## src/design/stt_pkg.sv

```systemverilog
// Shared types and constants for the software timer table.
`default_nettype none

package stt_pkg;

	// Time and field widths fixed by the item format.
	localparam int TIME_W     = 31;
	localparam int DELAY_W    = 32;
	localparam int TAG_OUT_W  = 16;
	localparam int SLOT_OUT_W = 4;
	localparam int IN_DATA_W  = 120;
	localparam int OUT_DATA_W = 56;

	// Request codes.
	typedef enum logic [1:0] {
		ACT_CREATE = 2'd0,
		ACT_DELETE = 2'd1,
		ACT_RESET  = 2'd2,
		ACT_STEP   = 2'd3
	} action_t;

	// Result kinds.
	typedef enum logic [2:0] {
		KIND_CREATED  = 3'd0,
		KIND_DELETED  = 3'd1,
		KIND_RESET    = 3'd2,
		KIND_FIRED    = 3'd3,
		KIND_FINISHED = 3'd4
	} kind_t;

	// Result status codes.
	typedef enum logic [1:0] {
		STS_OK       = 2'd0,
		STS_INVALID  = 2'd1,
		STS_OVERFLOW = 2'd2,
		STS_NO_SLOT  = 2'd3
	} status_t;

	// Sequencer states.
	typedef enum logic [2:0] {
		FSM_IDLE,
		FSM_FIND,
		FSM_CALC,
		FSM_DEL,
		FSM_RD,
		FSM_EVAL,
		FSM_FIN
	} state_t;

	// Operations of the shared time unit.
	typedef enum logic {
		ALU_ADD,
		ALU_SUB
	} alu_op_t;

	// Flags and value produced by the shared time unit.
	typedef struct packed {
		logic [DELAY_W-1:0] value;
		logic               overflow;
		logic               not_after;
		logic               below_bound;
	} alu_res_t;

endpackage

`default_nettype wire

```

## src/design/stt_alu.sv

```systemverilog
// Shared add/subtract and compare unit for expiry arithmetic.
`default_nettype none

module stt_alu
	import stt_pkg::*;
(
	input  alu_op_t           op,
	input  logic [TIME_W-1:0] a,
	input  logic [TIME_W-1:0] b,
	input  logic [TIME_W-1:0] bound,
	output alu_res_t          res
);

	logic              sub;
	logic [DELAY_W-1:0] operand;
	logic [DELAY_W-1:0] value;

	// One adder serves both a + b and a - b.
	assign sub     = (op == ALU_SUB);
	assign operand = sub ? ~{1'b0, b} : {1'b0, b};
	assign value   = {1'b0, a} + operand + {{(DELAY_W-1){1'b0}}, sub};

	// The top bit flags a sum past 31 bits, or a negative difference.
	always_comb begin
		res.value       = value;
		res.overflow    = value[DELAY_W-1];
		res.not_after   = value[DELAY_W-1] | (value == '0);
		res.below_bound = (value[TIME_W-1:0] < bound);
	end

endmodule

`default_nettype wire

```

## src/design/stt_mem.sv

```systemverilog
// Expiry time and tag storage, one write and one registered read per cycle.
`default_nettype none

module stt_mem
	import stt_pkg::*;
#(
	parameter int SLOT_COUNT = 16,
	parameter int TAG_BITS   = 16,
	parameter int SLOT_W     = 4
) (
	input  logic                clk,
	input  logic                exp_we,
	input  logic                tag_we,
	input  logic [SLOT_W-1:0]   wr_addr,
	input  logic [TIME_W-1:0]   wr_exp,
	input  logic [TAG_BITS-1:0] wr_tag,
	input  logic [SLOT_W-1:0]   rd_addr,
	output logic [TIME_W-1:0]   rd_exp,
	output logic [TAG_BITS-1:0] rd_tag
);

	logic [TIME_W-1:0]   exp_mem [SLOT_COUNT];
	logic [TAG_BITS-1:0] tag_mem [SLOT_COUNT];
	logic [TIME_W-1:0]   rd_exp_q;
	logic [TAG_BITS-1:0] rd_tag_q;

	// Writes; expiry and tag have separate enables so a reload keeps the tag.
	always_ff @(posedge clk) begin
		if (exp_we) begin
			exp_mem[wr_addr] <= wr_exp;
		end
		if (tag_we) begin
			tag_mem[wr_addr] <= wr_tag;
		end
	end

	// Registered read.
	always_ff @(posedge clk) begin
		rd_exp_q <= exp_mem[rd_addr];
		rd_tag_q <= tag_mem[rd_addr];
	end

	assign rd_exp = rd_exp_q;
	assign rd_tag = rd_tag_q;

endmodule

`default_nettype wire

```

## src/design/software_timer_table_top.sv

```systemverilog
// Top level of the software timer table: sequencer, valid bits and output register.
//
// Requests arrive on the s_ stream (tuser carries the action) and results
// leave on the m_ stream (tuser carries the result kind, tlast marks the
// final result of a request). Create, delete and reset give one result;
// step gives one fired result per expired timer, in slot order, and then
// one finished result with the smallest remaining delay, capped by the
// bound given with the request.
// A request is handled one at a time; s_tready is high only while idle.
// Create searches for the lowest free slot, looking at one slot per cycle;
// step reads the expiry memory and compares it with the current time
// through one shared add/subtract unit, one slot per cycle while the
// output is free or the slot does not fire.
// One output register holds a result; the next request is taken while a
// result still waits. When the receiver stalls the sequencer waits on the
// slot it is handling and resumes without losing or repeating a result.
// Reset clears all timers to inactive and empties the output register;
// no clearing pass is needed.
`default_nettype none

module software_timer_table_top
	import stt_pkg::*;
#(
	parameter int SLOT_COUNT = 16,
	parameter int TAG_BITS   = 16
) (
	input  logic                  clk,
	input  logic                  arst_n,
	input  logic                  s_tvalid,
	output logic                  s_tready,
	// slot[3:0], delay[35:4], user_tag[51:36], now[82:52], timeout_in[113:83], zero pad
	input  logic [IN_DATA_W-1:0]  s_tdata,
	// action[1:0]
	input  logic [1:0]            s_tuser,
	output logic                  m_tvalid,
	input  logic                  m_tready,
	// status[1:0], slot_out[5:2], tag_out[21:6], timeout_out[52:22], zero pad
	output logic [OUT_DATA_W-1:0] m_tdata,
	// result_kind[2:0]
	output logic [2:0]            m_tuser,
	output logic                  m_tlast
);

	localparam int SLOT_W = (SLOT_COUNT > 1) ? $clog2(SLOT_COUNT) : 1;
	localparam logic [SLOT_W-1:0] LAST_IDX = SLOT_W'(SLOT_COUNT - 1);

	// Sequencer and table state.
	state_t                  state_q, state_d;
	logic [SLOT_W-1:0]       idx_q;
	logic [SLOT_COUNT-1:0]   active_q;

	// Latched request.
	action_t                 action_q;
	logic [SLOT_OUT_W-1:0]   slot_q;
	logic [DELAY_W-1:0]      delay_q;
	logic [TAG_OUT_W-1:0]    tag_q;
	logic [TIME_W-1:0]       now_q;
	logic [TIME_W-1:0]       tmo_q;

	// Output register.
	logic                    m_tvalid_q;
	kind_t                   out_kind_q;
	status_t                 out_status_q;
	logic [SLOT_OUT_W-1:0]   out_slot_q;
	logic [TAG_OUT_W-1:0]    out_tag_q;
	logic [TIME_W-1:0]       out_tmo_q;
	logic                    out_last_q;

	// Control produced by the sequencer.
	logic                    accept;
	logic                    out_free;
	logic                    delay_bad;
	logic                    in_range;
	logic [SLOT_W-1:0]       slot_idx;
	logic                    emit;
	kind_t                   e_kind;
	status_t                 e_status;
	logic [SLOT_OUT_W-1:0]   e_slot;
	logic [TAG_OUT_W-1:0]    e_tag;
	logic [TIME_W-1:0]       e_tmo;
	logic                    e_last;
	logic                    idx_inc;
	logic                    act_set;
	logic                    act_clr;
	logic [SLOT_W-1:0]       act_addr;
	logic                    exp_we;
	logic                    tag_we;
	logic [SLOT_W-1:0]       wr_addr;
	logic [SLOT_W-1:0]       rd_addr;
	logic                    tmo_ld;
	logic                    fire;
	alu_op_t                 alu_op;
	logic [TIME_W-1:0]       alu_a;
	logic [TIME_W-1:0]       alu_b;
	alu_res_t                alu_res;
	logic [TIME_W-1:0]       rd_exp;
	logic [TAG_BITS-1:0]     rd_tag;

	assign s_tready  = (state_q == FSM_IDLE);
	assign accept    = s_tvalid & s_tready;
	assign out_free  = ~m_tvalid_q | m_tready;
	assign delay_bad = (delay_q == '0) | delay_q[DELAY_W-1];
	assign in_range  = ({{(DELAY_W-SLOT_OUT_W){1'b0}}, slot_q} < DELAY_W'(SLOT_COUNT));
	assign slot_idx  = SLOT_W'(slot_q);

	// Shared unit: now + delay for create and reset, expiry - now for step.
	assign alu_a = (alu_op == ALU_ADD) ? now_q : rd_exp;
	assign alu_b = (alu_op == ALU_ADD) ? delay_q[TIME_W-1:0] : now_q;

	stt_alu u_alu (
		.op    (alu_op),
		.a     (alu_a),
		.b     (alu_b),
		.bound (tmo_q),
		.res   (alu_res)
	);

	stt_mem #(
		.SLOT_COUNT (SLOT_COUNT),
		.TAG_BITS   (TAG_BITS),
		.SLOT_W     (SLOT_W)
	) u_mem (
		.clk     (clk),
		.exp_we  (exp_we),
		.tag_we  (tag_we),
		.wr_addr (wr_addr),
		.wr_exp  (alu_res.value[TIME_W-1:0]),
		.wr_tag  (TAG_BITS'(tag_q)),
		.rd_addr (rd_addr),
		.rd_exp  (rd_exp),
		.rd_tag  (rd_tag)
	);

	// State register.
	always_ff @(posedge clk or negedge arst_n) begin
		if (!arst_n) begin
			state_q <= FSM_IDLE;
		end else begin
			state_q <= state_d;
		end
	end

	// Next state and sequencer outputs.
	always_comb begin
		state_d  = state_q;
		emit     = 1'b0;
		e_kind   = KIND_CREATED;
		e_status = STS_OK;
		e_slot   = '0;
		e_tag    = '0;
		e_tmo    = '0;
		e_last   = 1'b1;
		idx_inc  = 1'b0;
		act_set  = 1'b0;
		act_clr  = 1'b0;
		act_addr = idx_q;
		exp_we   = 1'b0;
		tag_we   = 1'b0;
		wr_addr  = idx_q;
		rd_addr  = idx_q;
		tmo_ld   = 1'b0;
		fire     = 1'b0;
		alu_op   = ALU_ADD;
		case (state_q)
			FSM_IDLE: begin
				if (s_tvalid) begin
					case (action_t'(s_tuser))
						ACT_CREATE: state_d = FSM_FIND;
						ACT_DELETE: state_d = FSM_DEL;
						ACT_RESET:  state_d = FSM_CALC;
						ACT_STEP:   state_d = FSM_RD;
						default:    state_d = FSM_IDLE;
					endcase
				end
			end
			// Create: reject a bad delay, else look for the lowest free slot.
			FSM_FIND: begin
				if (delay_bad) begin
					if (out_free) begin
						emit     = 1'b1;
						e_status = STS_INVALID;
						state_d  = FSM_IDLE;
					end
				end else if (!active_q[idx_q]) begin
					state_d = FSM_CALC;
				end else if (idx_q == LAST_IDX) begin
					if (out_free) begin
						emit     = 1'b1;
						e_status = STS_NO_SLOT;
						state_d  = FSM_IDLE;
					end
				end else begin
					idx_inc = 1'b1;
				end
			end
			// Create into the found slot, or reload an existing slot.
			FSM_CALC: begin
				alu_op = ALU_ADD;
				if (out_free) begin
					emit    = 1'b1;
					state_d = FSM_IDLE;
					if (action_q == ACT_CREATE) begin
						e_kind = KIND_CREATED;
					end else begin
						e_kind = KIND_RESET;
						e_slot = slot_q;
					end
					if (delay_bad) begin
						e_status = STS_INVALID;
					end else if (alu_res.overflow) begin
						e_status = STS_OVERFLOW;
					end else if (action_q == ACT_CREATE) begin
						e_slot  = SLOT_OUT_W'(idx_q);
						exp_we  = 1'b1;
						tag_we  = 1'b1;
						act_set = 1'b1;
					end else if (in_range) begin
						exp_we  = 1'b1;
						wr_addr = slot_idx;
					end
				end
			end
			// Delete frees the slot when it exists.
			FSM_DEL: begin
				if (out_free) begin
					emit     = 1'b1;
					e_kind   = KIND_DELETED;
					e_slot   = slot_q;
					act_clr  = in_range;
					act_addr = slot_idx;
					state_d  = FSM_IDLE;
				end
			end
			// First read of the step scan.
			FSM_RD: begin
				state_d = FSM_EVAL;
			end
			// One slot per cycle; hold on a fired slot until the output frees.
			FSM_EVAL: begin
				alu_op = ALU_SUB;
				fire   = active_q[idx_q] & alu_res.not_after;
				if (!fire || out_free) begin
					if (fire) begin
						emit    = 1'b1;
						e_kind  = KIND_FIRED;
						e_slot  = SLOT_OUT_W'(idx_q);
						e_tag   = TAG_OUT_W'(rd_tag);
						e_last  = 1'b0;
						act_clr = 1'b1;
					end else if (active_q[idx_q] && alu_res.below_bound) begin
						tmo_ld = 1'b1;
					end
					if (idx_q == LAST_IDX) begin
						state_d = FSM_FIN;
					end else begin
						idx_inc = 1'b1;
						rd_addr = idx_q + 1'b1;
					end
				end
			end
			FSM_FIN: begin
				if (out_free) begin
					emit    = 1'b1;
					e_kind  = KIND_FINISHED;
					e_tmo   = tmo_q;
					state_d = FSM_IDLE;
				end
			end
			default: begin
				state_d = FSM_IDLE;
			end
		endcase
	end

	// Slot counter shared by the free-slot search and the step scan.
	always_ff @(posedge clk or negedge arst_n) begin
		if (!arst_n) begin
			idx_q <= '0;
		end else if (accept) begin
			idx_q <= '0;
		end else if (idx_inc) begin
			idx_q <= idx_q + 1'b1;
		end
	end

	// Active bits of the timer slots.
	always_ff @(posedge clk or negedge arst_n) begin
		if (!arst_n) begin
			active_q <= '0;
		end else begin
			if (act_set) begin
				active_q[act_addr] <= 1'b1;
			end
			if (act_clr) begin
				active_q[act_addr] <= 1'b0;
			end
		end
	end

	// Request latch and running timeout.
	always_ff @(posedge clk) begin
		if (accept) begin
			action_q <= action_t'(s_tuser);
			slot_q   <= s_tdata[3:0];
			delay_q  <= s_tdata[35:4];
			tag_q    <= s_tdata[51:36];
			now_q    <= s_tdata[82:52];
			tmo_q    <= s_tdata[113:83];
		end else if (tmo_ld) begin
			tmo_q <= alu_res.value[TIME_W-1:0];
		end
	end

	// Output valid.
	always_ff @(posedge clk or negedge arst_n) begin
		if (!arst_n) begin
			m_tvalid_q <= 1'b0;
		end else if (emit) begin
			m_tvalid_q <= 1'b1;
		end else if (m_tready) begin
			m_tvalid_q <= 1'b0;
		end
	end

	// Output payload.
	always_ff @(posedge clk) begin
		if (emit) begin
			out_kind_q   <= e_kind;
			out_status_q <= e_status;
			out_slot_q   <= e_slot;
			out_tag_q    <= e_tag;
			out_tmo_q    <= e_tmo;
			out_last_q   <= e_last;
		end
	end

	assign m_tvalid = m_tvalid_q;
	assign m_tdata  = {3'd0, out_tmo_q, out_tag_q, out_slot_q, out_status_q};
	assign m_tuser  = out_kind_q;
	assign m_tlast  = out_last_q;

endmodule

`default_nettype wire

```

## config.mk

```make
export PLATFORM = sky130hd
export DESIGN_NAME = software_timer_table_top
export DESIGN_NICKNAME = d
export VERILOG_FILES = /design/src/design/stt_pkg.sv /design/src/design/stt_alu.sv /design/src/design/stt_mem.sv /design/src/design/software_timer_table_top.sv
export SDC_FILE = /design/constraint.sdc
export NUM_CORES = 1
export LEC_CHECK = 0
export BUFFER_PORTS_ARGS = -buffer_cell sky130_fd_sc_hd__buf_2
export CAP_MARGIN = 10
export CORE_UTILIZATION = 26
export DETAILED_ROUTE_END_ITERATION = 16
export HOLD_SLACK_MARGIN = 0.05
export PLACE_DENSITY_LB_ADDON = 0.1
export SETUP_SLACK_MARGIN = 0.1
export SYNTH_ARGS = -nofsm -noshare
export SYNTH_HDL_FRONTEND = slang
export SYNTH_SLANG_ARGS = --single-unit
```

## constraint.sdc

```tcl
create_clock -name clk -period 11.76 [get_ports clk]
set_input_delay 0.588 -clock clk [delete_from_list [all_inputs] [get_ports clk]]
set_output_delay 0.588 -clock clk [all_outputs]
set_load 0.02 [all_outputs]
```

* Yosys cells after proc, flatten, opt, wreduce, memory -nomap -nowiden
Memories as Yosys holds them, arrays and structs flattened. A register that Yosys moved wholly into a read port is not among the register bits.
Index checks and enable logic that the tools add are counted.
W data, S select, Z words.
** Word-level totals
- Register bits after elaboration :: 197
- Memory bits (writable) :: 752
- Bits of input ports :: 126
- Output and inout port bits :: 62
- Memories :: 2
** Memory list
- u_mem.exp_mem :: words 16, bits a word 31, rd ports 1, clocked after Yosys merged registers in 1, write ports 1, RTL line stt_mem.sv:22 : logic [TIME_W-1:0] exp_mem [SLOT_COUNT];
- u_mem.tag_mem :: words 16, bits a word 16, rd ports 1, clocked after Yosys merged registers in 1, write ports 1, RTL line stt_mem.sv:23 : logic [TAG_BITS-1:0] tag_mem [SLOT_COUNT];
** Cells by class
- Add/subtract/negate cells :: 3
- Order comparisons :: 4
- Equal/unequal tests :: 14
- Muxes and demuxes :: 91
- Bitwise logic cells :: 10
- Reduce and logical (&&, ||, !) cells :: 17
** Operators by type and width (count)
- $mux W31 :: 4
- $mux W4 :: 20
- $logic_not A32 Y1 :: 2
- $mux W1 :: 35
- $add A31 B32 Y32 :: 1
- $add A32 B1 Y32 :: 1
- $mux W16 :: 2
- $mux W32 :: 1
- $not A31 Y32 :: 1
- $lt A31 B31 Y1 :: 1
- $mux W3 :: 8
- $pmux W3 S4 :: 2
- $mux W2 :: 11
- $and A16 B16 Y16 :: 1
- $not A16 Y16 :: 1
- $or A16 B16 Y16 :: 1
- $pmux W3 S5 :: 1
- $pmux W4 S3 :: 1
- $lt A4 B5 Y1 const B :: 2
- $eq A3 B3 Y1 const B :: 3
- $eq A3 B2 Y1 const B :: 2
- $ne A2 B2 Y1 const B :: 3
- $reduce_bool A2 Y1 :: 3
- $add A4 B1 Y4 const B :: 1
- 23 further kinds :: 31

* Depth between registers and ports, before layout
Gate-level depths: netlist of the first run.
- Depth in word-level cells :: 16
- Gate-level depth with buffers :: 26
- Mapped depth without buffers :: 23

* By module
Synthesis of the first run repeated with hierarchy kept, for this count alone.
** Unflattened totals
- Cells, all modules :: 2409
- Area total of the unflattened synthesis :: 40859.2 um^2
** Modules (own cells, without submodules)
- stt_mem :: instances 1, cells each 1242, area each 29230.5 um^2, sequential area each 23522.6 um^2
- software_timer_table_top :: instances 1, cells each 753, area each 8562.0 um^2, sequential area each 5795.6 um^2
- stt_alu :: instances 1, cells each 414, area each 3066.7 um^2, sequential area each 0.0 um^2

* Least setup slack after synthesis of the first run
OpenSTA, ideal clock, no wires.
- Kind :: reg2reg
- From :: register state_q[0]
- To :: register out_last_q, in the netlist m_tlast (enable)
- Data arrival time :: 6389 ps
- Required time :: 10800 ps
- Path slack :: 4411 ps
- Stages on the path, launching flop included :: 21
- Buffers on the path :: 4
- Period minus slack after synthesis :: 7349 ps
- Cell sequence :: dfrtp_1 buf_2 nand3b_2 clkbuf_1 buf_1 a21oi_1 fa_1 a21o_1 a311o_2 a21o_1 a21oi_1 mux2i_1 or3_1 nor4_1 a21o_2 buf_6 and4_1 a21oi_1 o22ai_1 nand2_1 o21ai_0
** RTL lines
- start, declared :: RTL line software_timer_table_top.sv:48 : state_t state_q, state_d;
- start signal, assigned :: RTL line software_timer_table_top.sv:139 : state_q <= state_d;
- end signal, assigned :: RTL line software_timer_table_top.sv:333 : out_last_q <= e_last;
- end, declared :: RTL line software_timer_table_top.sv:67 : logic out_last_q;

==> reports/summary.txt, run 1 <==
initial DRC count - 2730
Synth Warn # - 0
top cell family by delay on the critical path - simple AND/OR/NAND/NOR gates
class of the worst hold path - input port to register
initial core utilization - 26.2%
CTS Sinks - 996
routed vias/inst - 5.24
arrival time worst endpoint - 9.52 ns
Hold Crit Endpoint - tmo_q[20]
crit end category - register
die width - 426 microns
CTS clk-pin slew, worst paths - 0.06 ns
CTS max path bufs - 3
Seq/Total Area, Yosys - 62.6%
Worst-Skew Late Latency - 0.76 ns
vias in the first global route - 32700
setup TNS - 0 ns
HPWL Detailed - 99.2 mm
CP max FO - 66
register area - 0.0293 sq mm
Core ar. - 0.179 sq mm
critical path's largest stage delay - 0.76 ns
Final ANT Viol Nets - 0
Hold WS - 0.119 ns
post-route minimum period - 8.86 ns
final wirelength - 173 mm
grt ovf - 0
die area - 0.182 sq mm
worst r2r dst - u_mem.rd_exp[14]
# nets final - 4036
first-pass detailed-route iteration total - 6
number of enable flip-flop cells after synthesis - 925
Place WS - 3.05 ns
WL/cell - 27.4 microns
leakage - 17.9 nW
CTS tree - done
chip height - 426 microns
leading post-synthesis cells by cell area - edfxtp_1, mux2i_1, nand2_1
worst flop-to-flop path startpoint - state_q[2]
most frequent cells after synthesis - edfxtp_1, nand2_1, nor3_1, clkbuf_1, a21oi_1
CP Class - register to register
slowest CP cell - dfrtp_1
pwr dens - 274 mW/mm^2
total power draw - 15.1 mW
clock root cell - clkbuf_16
maximum vdd drop - 0.219 mV
area leader, netlist - edfxtp_1
most used cell, CP - buf_4
routed vias - 33000
post-synth top area share - 59.3%
Worst slew margin - 25.4%
Mapped Cells - 3666
cells on worst reg2reg path - 22
worst setup path startpoint - state_q[2]
Tightest Pin Transition - 1.12 ns
Buffers on Ports - 178
CTS Buf Count - 115
layout cells sized above 1 - 17.5%
Max Fclk - 0.113 GHz
CP Data Required Time - 12.42 ns
FF+latch count, synth - 996
syn_area_per_cell - 12.8 sq um
period utilization - 75.3%
Critical Path, Cell by Cell - nand3b_4 > buf_4 > nand2_1 > o21ai_0 > ha_1 > a21oi_1 > o21ai_0 > nor3_1 > a21oi_2 > xor2_1 > buf_4 > or3_1 > or4_1 > nor4_2 > a21o_2 > a21o_4 > buf_4 > buf_4 > nor3_1 > nor4_1 > a31oi_1 > nand3_1
GRT Util Overall - 18.6%
final core occ - 30.9%
GPL Wtd Cong - 0.805
initial antenna violation count - 2
post-synthesis cell area - 0.0468 sq mm
Post-synth ARST share - 2.41%
first-pass GRT wire length - 242 mm
Primary FF master, synth - edfxtp_1
row cnt - 155
Startpoint Class - register
DRC violations left - 0
Max Transition Viols Final - 0
maxcap violations - 0
post-synthesis cell type count - 80
area occupied by multi-input gates - 0.0164 sq mm
Reg2Reg Setup Slack - 2.90 ns
WHS Path Cells - 3
Worst Setup Slack, final - 2.90 ns
Layout area overhead - 17.8%
Fillers - 17900
Clock Skew - 0.0360 ns
Buf/Inv on CP - 4
# setup viols final - 0
largest net degree at the start of global routing - 148
Final Hold Vio Count - 0
Top Ports - 188
H-tree levels - 3
status - completed
Hold Path Origin - s_tdata[103]
count leader, synth - edfxtp_1
unrepaired setup endpoints after global routing - no
how the worst max path moves through the flow:
stage,to,slack (ns),cells after the start
3_3_place_gp,u_mem.rd_exp[12],3.04,22
2_1_floorplan,m_tlast,4.41,20
4_1_cts,u_mem.rd_exp[12],2.97,22
5_1_grt,u_mem.rd_exp[12],2.31,22
3_5_place_dp,u_mem.rd_exp[12],3.05,23
6_report,u_mem.rd_exp[14],2.90,22
kinds of logic after synthesis:
kind of cell	count (synthesis)	synth area share, %
simple gates	1083	10.9
flops	996	62.6
compound gates	895	14.1
buf+inv	345	3.18
mux	242	6.64
fa+ha+maj	65	1.75
xor+xnor	39	0.730
other cells	1	0.00801
routing by layer:
metal  vias up  wire length [microns]  global-route usage (%)
met5         -                      0                       0
met4         0                   4980                    5.42
met3       227                   7990                    2.69
met2       874                  81300                    30.4
met1     17000                  78300                    25.5
li1      14900                      -                       -
timing repair:
action,4_1_cts,5_1_grt
buffers inserted,0,0
hold buffers,89,0
gates resized for setup,0,0
hold endpoints to repair,112,0
worst reg2reg max path, delay by kind of cell, from the launching register on:
| family | cells | cell delay (ns) |
|---|---|---|
| AOI/OAI and AO/OA | 7 | 2.39 |
| and+or+nand+nor | 9 | 3.04 |
| DFF | 1 | 0.76 |
| buffers and inverters | 4 | 1.98 |
| adders and majority gates | 1 | 0.51 |
| xor gates and xnor gates | 1 | 0.11 |
through the flow:
step                      instances  cell area [sq um]
after global routing           6299              55100
after CTS                      6299              55100
final                          6300              55100
after floorplan                3668              46800
after detailed placement       5994              50500
after global placement         5994              50500
registers in the layout (all words and copies together), names as in the netlist, 2 cells and up:
register,count
out_status_q,2
u_mem.tag_mem,256
out_tag_q,16
u_mem.rd_exp,31
now_q,31
out_slot_q,4
tag_q,16
delay_q,32
active_q,16
u_mem.exp_mem,496
out_tmo_q,31
state_q,3
u_mem.rd_tag,16
action_q,2
m_tuser,3
slot_idx,4
tmo_q,31
idx_q,4
report_power, final:
| part | internal [mW] | switching [mW] | leakage, nW |
|---|---|---|---|
| Sequential | 5.08 | 0.292 | 9.11 |
| Clock | 2.02 | 1.52 | 1.83 |
| Combinational | 1.80 | 4.39 | 6.94 |
layout make-up:
type	instances	area share [%]
Inverter	48	0.340
Tap cell	2355	5.35
Clock buffer	158	5.79
Clock inverter	58	0.924
Timing Repair Buffer	357	4.57
Multi-Input combinational cell	2327	29.8
Antenna cell	1	0.00454
Sequential cell	996	53.2
layout by cell type, fill, tap and decap left out, drive strengths merged, types with 8 or more instances in the layout:
cell and n:
xnor2 20, o221a 94, dlygate4sd3 89, mux2 49, o31ai 9, and3 8, o311a 45, mux2i 143
mux4 50, buf 268, clkinv 47, a31oi 49, inv 52, xor2 19, nand3 65, a21oi 210
and2 29, o221ai 140, or3 49, nand2 340, dfxtp 47, ha 64, a21o 13, o21ai 121
nor2b 20, nand2b 15, o21a 8, nor2 203, edfxtp 925, nor4 94, dfrtp 24, nor3 218
clkbuf 158, o211ai 52, nand4 22, o22a 9, o22ai 50, a22oi 51
Power figures use the tool's default switching activity.
==> run 2: changes to the inputs <==
==> constraint.sdc (replaced) <==
create_clock -name clk -period 9.2 [get_ports clk]
set_input_delay 0.46 -clock clk [delete_from_list [all_inputs] [get_ports clk]]
set_output_delay 0.46 -clock clk [all_outputs]
set_load 0.02 [all_outputs]
==> reports/summary.txt, run 2 (synthesis results as in run 1) <==
status - completed (unchanged)
clock root cell - clkbuf_16 (unchanged)
Worst-Skew Late Latency - 0.76 ns (about the same)
Place WS - 1.28 ns (was 3.05 ns)
GPL Wtd Cong - 0.823 (was 0.805)
Layout area overhead - 19.3% (was 17.8%)
design area - 0.0558 sq mm (was 0.0551 sq mm)
antenna diode count - 0 (was 1)
Int Pwr - 11.5 mW (was 8.90 mW)
H-tree levels - 3 (unchanged)
biggest regs - u_mem.exp_mem: 496 flops, u_mem.tag_mem: 256 flops, delay_q: 32 flops (unchanged)
# setup viols final - 0 (unchanged)
class of the worst hold path - input port to register (unchanged)
final wirelength - 173 mm (about the same)
CTS tree - done (unchanged)
WHS Path Cells - 3 (unchanged)
total power draw - 19.5 mW (was 15.1 mW)
CP Data Required Time - 9.88 ns (was 12.42 ns)
arrival time worst endpoint - 8.64 ns (was 9.52 ns)
first-pass detailed-route iteration total - 6 (unchanged)
die area - 0.182 sq mm (unchanged)
DRC violations left - 0 (unchanged)
most used cell, CP - buf_4 (unchanged)
grt ovf - 0 (unchanged)
unrepaired setup endpoints after global routing - no (unchanged)
NetSw - 7.98 mW (was 6.21 mW)
largest net degree at the start of global routing - 84 (was 148)
CP max FO - 53 (was 66)
Clock Skew - 0.0249 ns (was 0.0360 ns)
Final Hold Vio Count - 0 (unchanged)
maximum vdd drop - 0.195 mV (was 0.219 mV)
setup bufs post-CTS - 0 (unchanged)
Post-CTS Resized - 0 (unchanged)
Tightest Pin Transition - 1.13 ns (was 1.12 ns)
initial DRC count - 2447 (was 2730)
Max Transition Viols Final - 0 (unchanged)
slowest CP cell - dfrtp_1 (unchanged)
Max Fclk - 0.126 GHz (was 0.113 GHz)
CTS max path bufs - 3 (unchanged)
initial antenna violation count - 1 (was 2)
pwr dens - 349 mW/mm^2 (was 274 mW/mm^2)
switching part of the total - 40.9% (was 41.1%)
Flop pwr share - 35.2% (was 35.6%)
GRT Util Overall - 18.7% (was 18.6%)
# nets final - 4098 (was 4036)
critical path's largest stage delay - 0.86 ns (was 0.76 ns)
routed vias - 33400 (was 33000)
CTS clk-pin slew, worst paths - 0.06 ns (about the same)
Core ar. - 0.179 sq mm (unchanged)
Worst slew margin - 24.4% (was 25.4%)
CP Class - register to register (unchanged)
clock power share - 23.9% (was 23.5%)
Worst Setup Slack, final - 1.24 ns (was 2.90 ns)
die width - 426 microns (unchanged)
period utilization - 86.5% (was 75.3%)
layout cells sized above 1 - 17.9% (was 17.5%)
vias in the first global route - 33500 (was 32700)
worst flop-to-flop path startpoint - state_q[0] (was state_q[2])
Final ANT Viol Nets - 0 (unchanged)
maxcap violations - 0 (unchanged)
Logic pwr share - 40.9% (about the same)
worst setup path startpoint - state_q[0] (was state_q[2])
routed vias/inst - 5.26 (was 5.24)
Top Ports - 188 (unchanged)
cts hold-fix bufs - 116 (was 89)
setup TNS - 0 ns (unchanged)
Hold Path Origin - s_tdata[88] (was s_tdata[103])
crit end category - register (unchanged)
HPWL Detailed - 104 mm (was 99.2 mm)
initial core utilization - 26.2% (unchanged)
cells on worst reg2reg path - 21 (was 22)
max FFs per register - 496 (unchanged)
row cnt - 155 (unchanged)
Placed Area - 0.0509 sq mm (was 0.0505 sq mm)
Buffers on Ports - 178 (unchanged)
chip height - 426 microns (unchanged)
WL/cell - 27.2 microns (was 27.4 microns)
post-route minimum period - 7.96 ns (was 8.86 ns)
CTS Sinks - 996 (unchanged)
first-pass GRT wire length - 246 mm (was 242 mm)
commonest cells after routing, fill and taps aside - edfxtp_1, nand2_1, nor3_1 (unchanged)
leakage - 18.2 nW (was 17.9 nW)
Most flops, register - u_mem.exp_mem (unchanged)
CTS Buf Count - 116 (was 115)
most common cell after layout, fill and taps aside - edfxtp_1 (unchanged)
Critical Path, Cell by Cell - nand3b_4 > buf_4 > nand2_1 > o21ai_0 > ha_1 > a21oi_1 > o21ai_0 > nor3_1 > a21oi_2 > xor2_1 > buf_4 > or3_1 > or4_1 > nor4_2 > a21o_2 > a211o_4 > o22a_2 > buf_4 > nor2_1 > or4b_1 > nand4_1 (was nand3b_4 > buf_4 > nand2_1 > o21ai_0 > ha_1 > a21oi_1 > o21ai_0 > nor3_1 > a21oi_2 > xor2_1 > buf_4 > or3_1 > or4_1 > nor4_2 > a21o_2 > a21o_4 > buf_4 > buf_4 > nor3_1 > nor4_1 > a31oi_1 > nand3_1)
Startpoint Class - register (unchanged)
run 2: power groups by stage:
stage               Sequential (mW)  Combinational [mW]  Clock [mW]
global placement               6.99                8.00           0
floorplan                      6.89                4.58           0
CTS                            6.90                8.06        4.78
global route                   6.92                8.61        4.93
finish                         6.87                7.98        4.66
detailed placement             6.99                8.00           0
run 2: layout make-up:
type | count | area [sq um]
fill | 18000 | 123000
sequential | 996 | 29300
multi-input combinational | 2327 | 16400
clock buffer | 181 | 3400
timing repair buffer | 418 | 3150
tap | 2355 | 2950
clock inverter | 38 | 404
inverter | 48 | 188
run 2: through the flow:
stage / util (%) / std cells / hold WS, ns
2_1_floorplan: - / 3668 / 0.164
3_3_place_gp: 28.5 / 6028 / 0.481
3_5_place_dp: 28.5 / 6028 / 0.479
4_1_cts: 31.3 / 6363 / 0.0515
5_1_grt: 31.3 / 6363 / 0.0970
6_report: 31.3 / 6363 / 0.141
run 2: routing by layer:
| layer | track usage [%] | part of all wire [%] | vias to the layer above | wire length [microns] |
|---|---|---|---|---|
| met4 | 4.44 | 2.2 | 0 | 3820 |
| met1 | 25.7 | 46 | 17500 | 79900 |
| met3 | 2.19 | 3.7 | 202 | 6340 |
| li1 | - | - | 15000 | - |
| met5 | 0 | 0 | - | 0 |
| met2 | 31.1 | 48 | 757 | 83100 |
run 2: worst paths after layout:
check                                         to  slack (ns)
worst max-delay path            u_mem.rd_exp[29]        1.24
worst min register to register       active_q[5]        0.49
min in group asynchronous           active_q[11]        0.28
worst min-delay path                    tmo_q[5]        0.14
max in group asynchronous               idx_q[1]        8.47
worst max register to register  u_mem.rd_exp[29]        1.24
run 2: worst max-delay path: cells and delay by family (launching register included):
family,cells,cell delay (ns)
adders and majority gates,1,0.46
buffers and inverters,3,1.00
AOI/OAI and AO/OA,7,2.19
and+or+nand+nor,9,3.13
xor gates and xnor gates,1,0.16
DFF,1,0.86
